==> config.mk <==
export PLATFORM = sky130hd
export DESIGN_NAME = dpd_axis
export DESIGN_NICKNAME = d
export VERILOG_FILES = /design/src/rtl/dpd_pkg.sv /design/src/rtl/dpd_axis.sv
export SDC_FILE = /design/constraint.sdc
export NUM_CORES = 2
export LEC_CHECK = 0
export BUFFER_PORTS_ARGS = -buffer_cell sky130_fd_sc_hd__buf_2
export CAP_MARGIN = 25
export CORE_ASPECT_RATIO = 1.2
export CORE_MARGIN = 2
export CORE_UTILIZATION = 35
export CTS_CLUSTER_SIZE = 16
export DETAILED_ROUTE_END_ITERATION = 8
export GPL_TIMING_DRIVEN = 0
export MAX_ROUTING_LAYER = met4
export SYNTH_ARGS = -nofsm -noshare
export SYNTH_HDL_FRONTEND = slang
export SYNTH_SLANG_ARGS = --single-unit
==> constraint.sdc <==
create_clock -name clk -period 13.83 [get_ports clk]
set_clock_uncertainty 0.15 [all_clocks]
set_input_delay 4.149 -clock clk [delete_from_list [all_inputs] [get_ports clk]]
set_output_delay 4.149 -clock clk [all_outputs]
set_load 0.05 [all_outputs]
==> src/rtl/dpd_pkg.sv <==
`timescale 1ns / 1ps
// ----------------------------------------------------------------------------
// dpd_pkg
// Item types and fixed constants of the depth pixel deprojection unit.
// ----------------------------------------------------------------------------
package dpd_pkg;

  // coordinate and scale widths
  localparam int COORD_W = 40;
  localparam int Z_W     = 23;
  localparam int PP_W    = 20;
  localparam int INV_W   = 32;
  localparam int PIX_W   = 12;
  localparam int DEPTH_W = 16;

  // depth to z: z = floor((depth*8192 + 62) / 125), done as multiply by
  // ceil(2^37 / 125) and a right shift by 37
  localparam logic [30:0] Z_RECIP = 31'd1099511628;
  localparam int          Z_SHIFT = 37;
  localparam logic [12:0] Z_BIAS  = 13'd62;

  // total register stages from accept to result strobe
  localparam int LATENCY = 5;

  // saturation bounds
  localparam logic signed [COORD_W-1:0] COORD_MAX = 40'sh7f_ffff_ffff;
  localparam logic signed [COORD_W-1:0] COORD_MIN = 40'sh80_0000_0000;

  // configuration register indexes
  localparam logic [7:0] REG_PRINCIPAL_X = 8'd0;
  localparam logic [7:0] REG_PRINCIPAL_Y = 8'd1;
  localparam logic [7:0] REG_INV_FOCAL_X = 8'd2;
  localparam logic [7:0] REG_INV_FOCAL_Y = 8'd3;

  // configuration reset values
  localparam logic [PP_W-1:0]  PRINCIPAL_X_RST = 20'd81920;
  localparam logic [PP_W-1:0]  PRINCIPAL_Y_RST = 20'd61440;
  localparam logic [INV_W-1:0] INV_FOCAL_X_RST = 32'd7158278;
  localparam logic [INV_W-1:0] INV_FOCAL_Y_RST = 32'd7158278;

  typedef struct packed {
    logic [PIX_W-1:0]   column;
    logic [PIX_W-1:0]   row;
    logic [DEPTH_W-1:0] depth_mm;
    logic [7:0]         red;
    logic [7:0]         green;
    logic [7:0]         blue;
    logic               frame_end;
  } pixel_t;

  typedef struct packed {
    logic signed [COORD_W-1:0] point_x;
    logic signed [COORD_W-1:0] point_y;
    logic [31:0]               point_z;
    logic [23:0]               packed_rgb;
    logic                      point_valid;
    logic                      frame_last;
  } point_t;

  // item sideband that travels next to the axis pipelines
  typedef struct packed {
    logic             vld;
    logic             pv;
    logic [23:0]      rgb;
    logic             last;
    logic [Z_W-1:0]   z;
  } side_t;

endpackage

==> src/rtl/dpd_axis.sv <==
`timescale 1ns / 1ps
// ----------------------------------------------------------------------------
// dpd_axis
// One coordinate axis: ((pix*256 - pp) * z * inv) >> 40 with floor and
// 40-bit saturation, as a five stage pipeline. z enters one stage after pix.
// ----------------------------------------------------------------------------
module dpd_axis
  import dpd_pkg::*;
(
  input  logic                      clk,
  input  logic                      en,
  input  logic [PIX_W-1:0]          pix,
  input  logic [PP_W-1:0]           pp,
  input  logic [INV_W-1:0]          inv,
  input  logic [Z_W-1:0]            z,
  output logic signed [COORD_W-1:0] coord
);

  logic [PP_W-1:0]  pos;
  logic             neg_c;
  logic             neg1, neg2, neg3, neg4;
  logic [PP_W-1:0]  mag1;
  logic [42:0]      a2;
  logic [63:0]      p0;
  logic [42:0]      p1;
  logic [74:0]      full;
  logic [34:0]      q4;
  logic             rem4;
  logic [40:0]      qn;
  logic signed [COORD_W-1:0] coord_next;

  // stage 1: offset from principal point as sign and magnitude
  assign pos   = {pix, 8'd0};
  assign neg_c = en && (pp > pos);

  always_ff @(posedge clk) begin
    neg1 <= neg_c;
    if (!en) begin
      mag1 <= '0;
    end else if (neg_c) begin
      mag1 <= pp - pos;
    end else begin
      mag1 <= pos - pp;
    end
  end

  // stage 2: magnitude times depth
  always_ff @(posedge clk) begin
    neg2 <= neg1;
    a2   <= 43'(mag1) * 43'(z);
  end

  // stage 3: partial products with the reciprocal focal length
  always_ff @(posedge clk) begin
    neg3 <= neg2;
    p0   <= 64'(a2[31:0]) * 64'(inv);
    p1   <= 43'(a2[42:32]) * 43'(inv);
  end

  // stage 4: combine partials, keep quotient and sticky remainder
  assign full = {p1, 32'd0} + 75'(p0);

  always_ff @(posedge clk) begin
    neg4 <= neg3;
    q4   <= full[74:40];
    rem4 <= |full[39:0];
  end

  // stage 5: apply sign with floor rounding and saturate
  assign qn = 41'(q4) + 41'(rem4);

  always_comb begin
    if (neg4) begin
      if (qn > 41'h100_0000_0000 >> 1) begin
        coord_next = COORD_MIN;
      end else begin
        coord_next = -$signed(qn[39:0]);
      end
    end else begin
      if (41'(q4) > 41'(COORD_MAX)) begin
        coord_next = COORD_MAX;
      end else begin
        coord_next = $signed(40'(q4));
      end
    end
  end

  always_ff @(posedge clk) begin
    coord <= coord_next;
  end

endmodule
==> results.ini <==
[sta]
finalHoldViolCount=0
finalCriticalPeriod_ns=13.16
slew_headroom_pct=18.4
clock.fmax_mhz=76.0
finalSetupViolations=0
slew_viol_final=0
timing.final.crit_share_pct=95.1
setup_slack_ns=0.672
rsz0062_at_grt=no
worst_pin_slew_ns=1.22

[job]
cap_violations=0

[final_layout]
final_common_cell=fa_1
nets=10000
syn_to_final_growth_pct=8.88
fin_util_pct=38.3
drive_gt1_share_pct=3.72
final_cell_mix=1541 x fa_1, 1540 x inv_1, 1100 x nand2_1

[cts]
path_clk_slew_ns=0.06
cts_setup_buffers=0
clk_latency_ns=0.70
cts_resized=0
ctsHoldBuffers=0
htreeDepth=1
cts_tree=done
clock_path_buffers=3
cts-root-buf=clkbuf_16
clkSinkCount=250
cts_buffers=31

[placed_design]
portBuffers=97
place_congestion=1.09
dp_hpwl_um=222000
pre_cts_slack_ns=0.238

[drt]
drtPass1Iterations=5
drt_wl_total_um=260000
drc=0
wl_per_cell_um=24.8
drtIter0Drc=4227
vias_per_cell=5.16
detail-route-antenna-nets=0
vias=54200

[floorplan]
num_io_pins=129
die_width_um=409
die_h_um=490
initial_core_util_pct=35.2
rows=178
fp.dieArea_mm2=0.201
coreArea_mm2=0.196

[global_route]
antenna_found_initial=24
grt_usage_pct=26.8
grt-ovfl-total=0
grt_pass1_wl_um=383000
grt_pass1_vias=58000
grt_max_degree=17

[logic_synthesis]
synthArstFlopShare_pct=0
syn-cell-area_mm2=0.0690
synth_cells=7631
yosysWarningCount=0
ys_seq_area_share_pct=7.26
synth-main-ff-cell=dfxtp_1
syn_area_per_cell_um2=9.04
synth_fp_nets=9816
yosysUniqueCellTypes=96
synth_edf_count=0
synth_seq_cells=250

[setup_path]
critPathLaunchType=input port
critPathLaunch=inv[4]
worstPathRequired_ns=14.28
worstPathMaxFanout=11
r2r-start=a2[12]
arrival_ns=13.61
critPathCaptureType=register
critPathKind=in2reg

[outcome]
status=complete, no violations

[hold_path]
hp-class=reg2reg
hp-start=neg2

[metrics by stage]
step	instances	instance area, µm²	setup TNS (ns)	hold WS [ns]
2_1_floorplan	7631	69000	0	0.160
3_3_place_gp	10300	72700	-1.31	0.167
3_5_place_dp	10400	73700	0	0.168
4_1_cts	10500	74900	0	0.183
5_1_grt	10500	75000	0	0.191
6_report	10500	75100	0	0.178
[final timing paths]
kind | end | slack [ns] | cells past startpoint
worst max-delay path | p0[58] | 0.67 | 27
worst max register to register | p0[58] | 4.09 | 26
worst min-delay path | neg3 | 0.18 | 0
worst min register to register | neg3 | 0.18 | 0
[per-layer routing]
metal	global-route usage, %	wire length (µm)	vias up
li1	-	-	23300
met1	30.3	95500	27700
met2	43.6	123000	2479
met3	5.02	21700	707
met4	16.7	20600	0
met5	-	0	-
[layout make-up]
| class | instances | area, µm² |
|---|---|---|
| inverter | 1541 | 5780 |
| tap | 2610 | 3270 |
| clock buffer | 39 | 856 |
| buffer | 413 | 1620 |
| clock inverter | 17 | 254 |
| multi-input combinational | 5427 | 56600 |
| sequential | 250 | 5000 |
| antenna | 35 | 87.6 |
| timing repair buffer | 172 | 1660 |
| fill | 20000 | 121000 |
[cell families after synthesis]
logic type / after synthesis / synth area share, %
AND/OR/NAND/NOR: 2433 / 17.8
adder cells (fa/ha/maj): 2096 / 54.8
buffers and inverters: 1954 / 10.7
AO/OA/AOI/OAI: 636 / 6.07
flip-flops: 250 / 7.26
XOR/XNOR: 249 / 3.16
multiplexers: 13 / 0.203
[state kept, by name, summed over array words and instances (netlist names)]
signal,flops
p0,64
a2,43
p1,43
coord,40
q4,35
mag1,20
neg1,1
neg2,1
neg3,1
neg4,1
rem4,1
[synthesized netlist by cell type, drive strengths merged (28+ instances only)]
| library cell | number | share of area [%] |
|---|---|---|
| nor2b | 32 | 0.29 |
| nor3 | 28 | 0.21 |
| and3 | 34 | 0.32 |
| a31oi | 28 | 0.26 |
| and2 | 898 | 8.1 |
| nand4 | 40 | 0.37 |
| nand2 | 1105 | 6.0 |
| xor2 | 72 | 0.91 |
| dfxtp | 250 | 7.3 |
| o21ai | 111 | 0.81 |
| clkbuf | 393 | 2.1 |
| a21oi | 179 | 1.3 |
| ha | 555 | 10 |
| nor2 | 127 | 0.70 |
| a21o | 111 | 1.2 |
| fa | 1541 | 45 |
| xnor2 | 177 | 2.2 |
| inv | 1541 | 8.4 |
| nand3 | 64 | 0.52 |
[critical path, cell delays in order]
cell	delay [ns]
buf_2	0.29
clkbuf_1	0.91
and2_1	0.27
fa_1	0.41
inv_1	0.08
fa_1	0.43
fa_1	0.55
fa_1	0.58
inv_1	0.06
fa_1	0.49
inv_1	0.05
fa_1	0.53
inv_1	0.05
fa_1	0.49
fa_1	0.45
ha_1	0.31
buf_2	0.18
and4_1	0.26
nand4_1	0.12
nor3b_1	0.28
nor3_1	0.12
o211ai_1	0.52
a21oi_1	0.43
o41ai_1	0.90
a221oi_2	0.23
o21ai_0	0.26
xnor2_1	0.16
Power is not shown: default switching activity piles up to over one toggle a cycle in this logic, so the estimate is an artifact.
