### config.mk
export PLATFORM = sky130hd
export DESIGN_NAME = dpd_zscale
export DESIGN_NICKNAME = d
export VERILOG_FILES = /design/src/rtl/dpd_pkg.sv /design/src/rtl/dpd_zscale.sv
export SDC_FILE = /design/constraint.sdc
export NUM_CORES = 1
export LEC_CHECK = 0
export BUFFER_PORTS_ARGS = -buffer_cell sky130_fd_sc_hd__buf_4
export CORE_ASPECT_RATIO = 0.5
export CORE_UTILIZATION = 40
export DETAILED_ROUTE_END_ITERATION = 12
export SLEW_MARGIN = 0
export SYNTH_ARGS = -nofsm -noshare
export SYNTH_HDL_FRONTEND = slang
export SYNTH_SLANG_ARGS = --single-unit
### constraint.sdc
create_clock -name vclk -period 6.9
set_clock_uncertainty 0.1 [all_clocks]
set_input_delay 0 -clock vclk [all_inputs]
set_output_delay 0 -clock vclk [all_outputs]
set_load 0.01 [all_outputs]
### src/rtl/dpd_pkg.sv
`timescale 1ns / 1ps
// ----------------------------------------------------------------------------
// dpd_pkg
// Item types and fixed constants of the depth pixel deprojection unit.
// ----------------------------------------------------------------------------
package dpd_pkg;

  // coordinate and scale widths
  localparam int COORD_W = 40;
  localparam int Z_W     = 23;
  localparam int PP_W    = 20;
  localparam int INV_W   = 32;
  localparam int PIX_W   = 12;
  localparam int DEPTH_W = 16;

  // depth to z: z = floor((depth*8192 + 62) / 125), done as multiply by
  // ceil(2^37 / 125) and a right shift by 37
  localparam logic [30:0] Z_RECIP = 31'd1099511628;
  localparam int          Z_SHIFT = 37;
  localparam logic [12:0] Z_BIAS  = 13'd62;

  // total register stages from accept to result strobe
  localparam int LATENCY = 5;

  // saturation bounds
  localparam logic signed [COORD_W-1:0] COORD_MAX = 40'sh7f_ffff_ffff;
  localparam logic signed [COORD_W-1:0] COORD_MIN = 40'sh80_0000_0000;

  // configuration register indexes
  localparam logic [7:0] REG_PRINCIPAL_X = 8'd0;
  localparam logic [7:0] REG_PRINCIPAL_Y = 8'd1;
  localparam logic [7:0] REG_INV_FOCAL_X = 8'd2;
  localparam logic [7:0] REG_INV_FOCAL_Y = 8'd3;

  // configuration reset values
  localparam logic [PP_W-1:0]  PRINCIPAL_X_RST = 20'd81920;
  localparam logic [PP_W-1:0]  PRINCIPAL_Y_RST = 20'd61440;
  localparam logic [INV_W-1:0] INV_FOCAL_X_RST = 32'd7158278;
  localparam logic [INV_W-1:0] INV_FOCAL_Y_RST = 32'd7158278;

  typedef struct packed {
    logic [PIX_W-1:0]   column;
    logic [PIX_W-1:0]   row;
    logic [DEPTH_W-1:0] depth_mm;
    logic [7:0]         red;
    logic [7:0]         green;
    logic [7:0]         blue;
    logic               frame_end;
  } pixel_t;

  typedef struct packed {
    logic signed [COORD_W-1:0] point_x;
    logic signed [COORD_W-1:0] point_y;
    logic [31:0]               point_z;
    logic [23:0]               packed_rgb;
    logic                      point_valid;
    logic                      frame_last;
  } point_t;

  // item sideband that travels next to the axis pipelines
  typedef struct packed {
    logic             vld;
    logic             pv;
    logic [23:0]      rgb;
    logic             last;
    logic [Z_W-1:0]   z;
  } side_t;

endpackage

### src/rtl/dpd_zscale.sv
`timescale 1ns / 1ps
// ----------------------------------------------------------------------------
// dpd_zscale
// Millimetre depth to metres with 16 fractional bits, rounded half up,
// by a constant reciprocal multiply. Combinational; the caller registers z
// together with the rest of the stage one sideband.
// ----------------------------------------------------------------------------
module dpd_zscale
  import dpd_pkg::*;
(
  input  logic               en,
  input  logic [DEPTH_W-1:0] depth_mm,
  output logic [Z_W-1:0]     z
);

  logic [28:0] num;
  logic [59:0] prod;

  // (depth*65536 + 500) / 1000 reduces to (depth*8192 + 62) / 125
  assign num  = {depth_mm, Z_BIAS};
  assign prod = 60'(num) * 60'(Z_RECIP);

  // zero for points that are not valid
  assign z = en ? prod[Z_SHIFT+Z_W-1:Z_SHIFT] : '0;

endmodule

==> flow_results.xml <==
<?xml version="1.0" encoding="UTF-8"?>
<metrics>
  <group name="outcome">
    <metric name="outcome" unit="">finished, final reports clean</metric>
  </group>
  <group name="drt">
    <metric name="drt_pass1_iterations" unit="">5</metric>
    <metric name="routedWlPerCell" unit="um">17.8</metric>
    <metric name="drt.antenna.violating_nets" unit="">0</metric>
    <metric name="drcViolationCount" unit="">0</metric>
    <metric name="routed_wl" unit="um">20800</metric>
    <metric name="dr_total_vias" unit="">5988</metric>
    <metric name="post_drt_via_cell_ratio" unit="">5.14</metric>
    <metric name="drt_first_iter_violations" unit="">260</metric>
  </group>
  <group name="yosys">
    <metric name="post_synth.cell_area_avg" unit="um^2">9.01</metric>
    <metric name="synth_sequential_area_ratio" unit="%">0</metric>
    <metric name="synthDistinctLibCells" unit="">49</metric>
    <metric name="synthCells" unit="">880</metric>
    <metric name="number_of_warnings_reported_in_the_yosys_synthesis_log" unit="">0</metric>
    <metric name="synth.net_count" unit="">1244</metric>
    <metric name="synthesis.area" unit="um^2">7930</metric>
  </group>
  <group name="layout">
    <metric name="seqCellArea" unit="um^2">0</metric>
    <metric name="area_delta_synth_final" unit="%">7.39</metric>
    <metric name="antenna-diode-count" unit="">0</metric>
    <metric name="drive_above_1_share" unit="%">5.95</metric>
    <metric name="nets" unit="">1273</metric>
    <metric name="layout.sequential_cells" unit="">0</metric>
    <metric name="clock_buffer_count" unit="">0</metric>
  </group>
  <group name="floorplanning">
    <metric name="io_pins" unit="">40</metric>
    <metric name="design.core.area" unit="um^2">18900</metric>
    <metric name="die_w" unit="um">201</metric>
    <metric name="num_rows" unit="">35</metric>
    <metric name="die_area" unit="um^2">20400</metric>
    <metric name="die_h" unit="um">102</metric>
    <metric name="floorplan.initialDensity" unit="%">42.0</metric>
  </group>
  <group name="timing">
    <metric name="period_utilisation_layout" unit="%">94.6</metric>
    <metric name="finalSetupTns" unit="ns">0</metric>
    <metric name="slew_violations" unit="">0</metric>
    <metric name="max_slew_margin" unit="%">54.0</metric>
    <metric name="grt_setup_unrepaired" unit="">no</metric>
    <metric name="final-setup-viol-count" unit="">0</metric>
    <metric name="fmax" unit="GHz">0.153</metric>
    <metric name="post-route-min-period" unit="ns">6.53</metric>
    <metric name="max_slew.worst_pin.slew" unit="ns">0.689</metric>
    <metric name="report.final.hold_viol_count" unit="">0</metric>
  </group>
  <group name="setup_path">
    <metric name="worst_path_buffer_plus_inverter_count" unit="">8</metric>
    <metric name="critical_path.top_delay_family" unit="">adder cells</metric>
    <metric name="data_arrival_at_the_endpoint_of_the_critical_path" unit="ns">6.43</metric>
    <metric name="critPathMaxStageDelay" unit="ns">0.65</metric>
    <metric name="critical_path.slowest_cell" unit="">or4b_2</metric>
    <metric name="critPathLaunchType" unit="">input port</metric>
    <metric name="crit_end_category" unit="">primary output</metric>
    <metric name="critical_path.cell_chain" unit="">buf_4 &gt; inv_1 &gt; ha_1 &gt; inv_1 &gt; fa_1 &gt; inv_1 &gt; fa_1 &gt; inv_1 &gt; fa_1 &gt; fa_1 &gt; fa_1 &gt; inv_1 &gt; fa_1 &gt; inv_1 &gt; ha_1 &gt; nand2_1 &gt; nor2_1 &gt; nand4_1 &gt; a21oi_1 &gt; or4b_2 &gt; nand3_1 &gt; a221oi_1 &gt; mux2i_1 &gt; buf_4</metric>
    <metric name="crit_path_max_fanout" unit="">8</metric>
    <metric name="worstSetupPathType" unit="">input port to primary output</metric>
    <metric name="critPathRequiredTime" unit="ns">6.80</metric>
  </group>
  <group name="grt">
    <metric name="groute.usage.overall" unit="%">21.2</metric>
    <metric name="initial_antenna_violation_count" unit="">0</metric>
    <metric name="grt_overflow_total" unit="">0</metric>
    <metric name="largest_net_degree_at_the_start_of_global_routing" unit="">23</metric>
    <metric name="global_route_wire_length_before_repair" unit="um">33300</metric>
    <metric name="first_global_vias" unit="">6184</metric>
  </group>
  <group name="cts">
    <metric name="cts-resized-gates" unit="">0</metric>
    <metric name="post_cts.repair.setup_buffers" unit="">0</metric>
    <metric name="cts_hold_repair.buffers" unit="">0</metric>
  </group>
  <group name="worst_hold_path">
    <metric name="hp-class" unit="">input port to primary output</metric>
  </group>
  <group name="placed_design">
    <metric name="placer_s_final_routability_congestion_estimate" unit="">0.984</metric>
    <metric name="detailed_place_hpwl" unit="um">19400</metric>
    <metric name="io_buffer_count" unit="">40</metric>
  </group>
  <group name="job">
    <metric name="max_cap_violations" unit="">0</metric>
  </group>
</metrics>
-- placed cells by master, fill, tap and decap left out, drive strengths merged, types with 3 or more instances in the layout --
cell,count
nand4,11
xor2,8
or2,5
a21o,17
and4,3
nand2,33
a21oi,44
nor2,43
o21bai,7
buf,43
a31oi,4
xnor2,11
inv,234
o21ai,29
o211ai,3
nand2b,3
o21a,3
fa,134
nand3,14
and3,6
nor3,8
ha,213
-- final cells by class --
type	count	area, um^2
tap	259	324
inverter	234	878
fill	1879	10400
timing repair buffer	43	323
multi-input combinational	630	6990
-- worst min-delay path: stages --
cell and delay [ns]:
buf_4 0.09, o21ai_0 0.08, o31ai_1 0.07, buf_4 0.12
-- per-stage QoR --
stage | cells | hold WS [ns] | cell area (um^2) | utilization (%) | worst slack (ns)
after floorplan | 880 | 0.0413 | 7930 | - | 1.26
after CTS | 1166 | 0.277 | 8510 | 45.1 | 0.419
after global routing | 1166 | 0.322 | 8510 | 45.1 | 0.0314
final | 1166 | 0.267 | 8510 | 45.1 | 0.373
after detailed placement | 1166 | 0.274 | 8510 | 45.1 | 0.454
after global placement | 1166 | 0.271 | 8510 | 45.1 | 0.493
-- kinds of logic (layout without fill, tap and decap cells) --
| family | count (synthesis) | in the layout | synth area share, % |
|---|---|---|---|
| fa+ha+maj | 347 | 347 | 67.5 |
| buf+inv | 250 | 277 | 11.9 |
| simple gates | 136 | 136 | 8.24 |
| compound gates | 127 | 127 | 10.2 |
| xor+xnor | 19 | 19 | 2.10 |
| mux | 1 | 1 | 0.126 |
-- layer usage --
layer,global-route usage (%),up-vias,routed length (um)
li1,-,2906,-
met4,0.822,0,81
met3,3.83,8,1430
met2,33.1,121,8770
met5,0,-,0
met1,32.0,2953,10500
-- path summary, 6_finish.rpt --
| check | from | endpoint | slack [ns] | cells after the start |
|---|---|---|---|---|
| setup / recovery | depth_mm[5] | z[19] | 0.37 | 24 |
| hold / removal | en | z[22] | 0.27 | 4 |
-- Yosys cell counts, drive strengths merged, types with 3 or more instances --
cell type  instances  area, um^2
inv              234         878
and3               6        38.8
xor2               8        70.1
a31oi              4        25.0
or2                5        31.3
nor3               8        40.0
ha               213        2670
xnor2             11        96.3
nand4             11        68.8
o21ai             29         145
a21o              17         128
nor2              43         161
a21oi             44         220
nand2             33         124
clkbuf            15        56.3
o211ai             3        22.5
o21a               3        22.5
o21bai             7        52.6
and4               3        26.3
nand3             14        70.1
fa               134        2680
nand2b             3        18.8
Power is left out: the tool's default activity adds up to more than one toggle a clock period on the data nets, which glitch-free logic cannot reach.
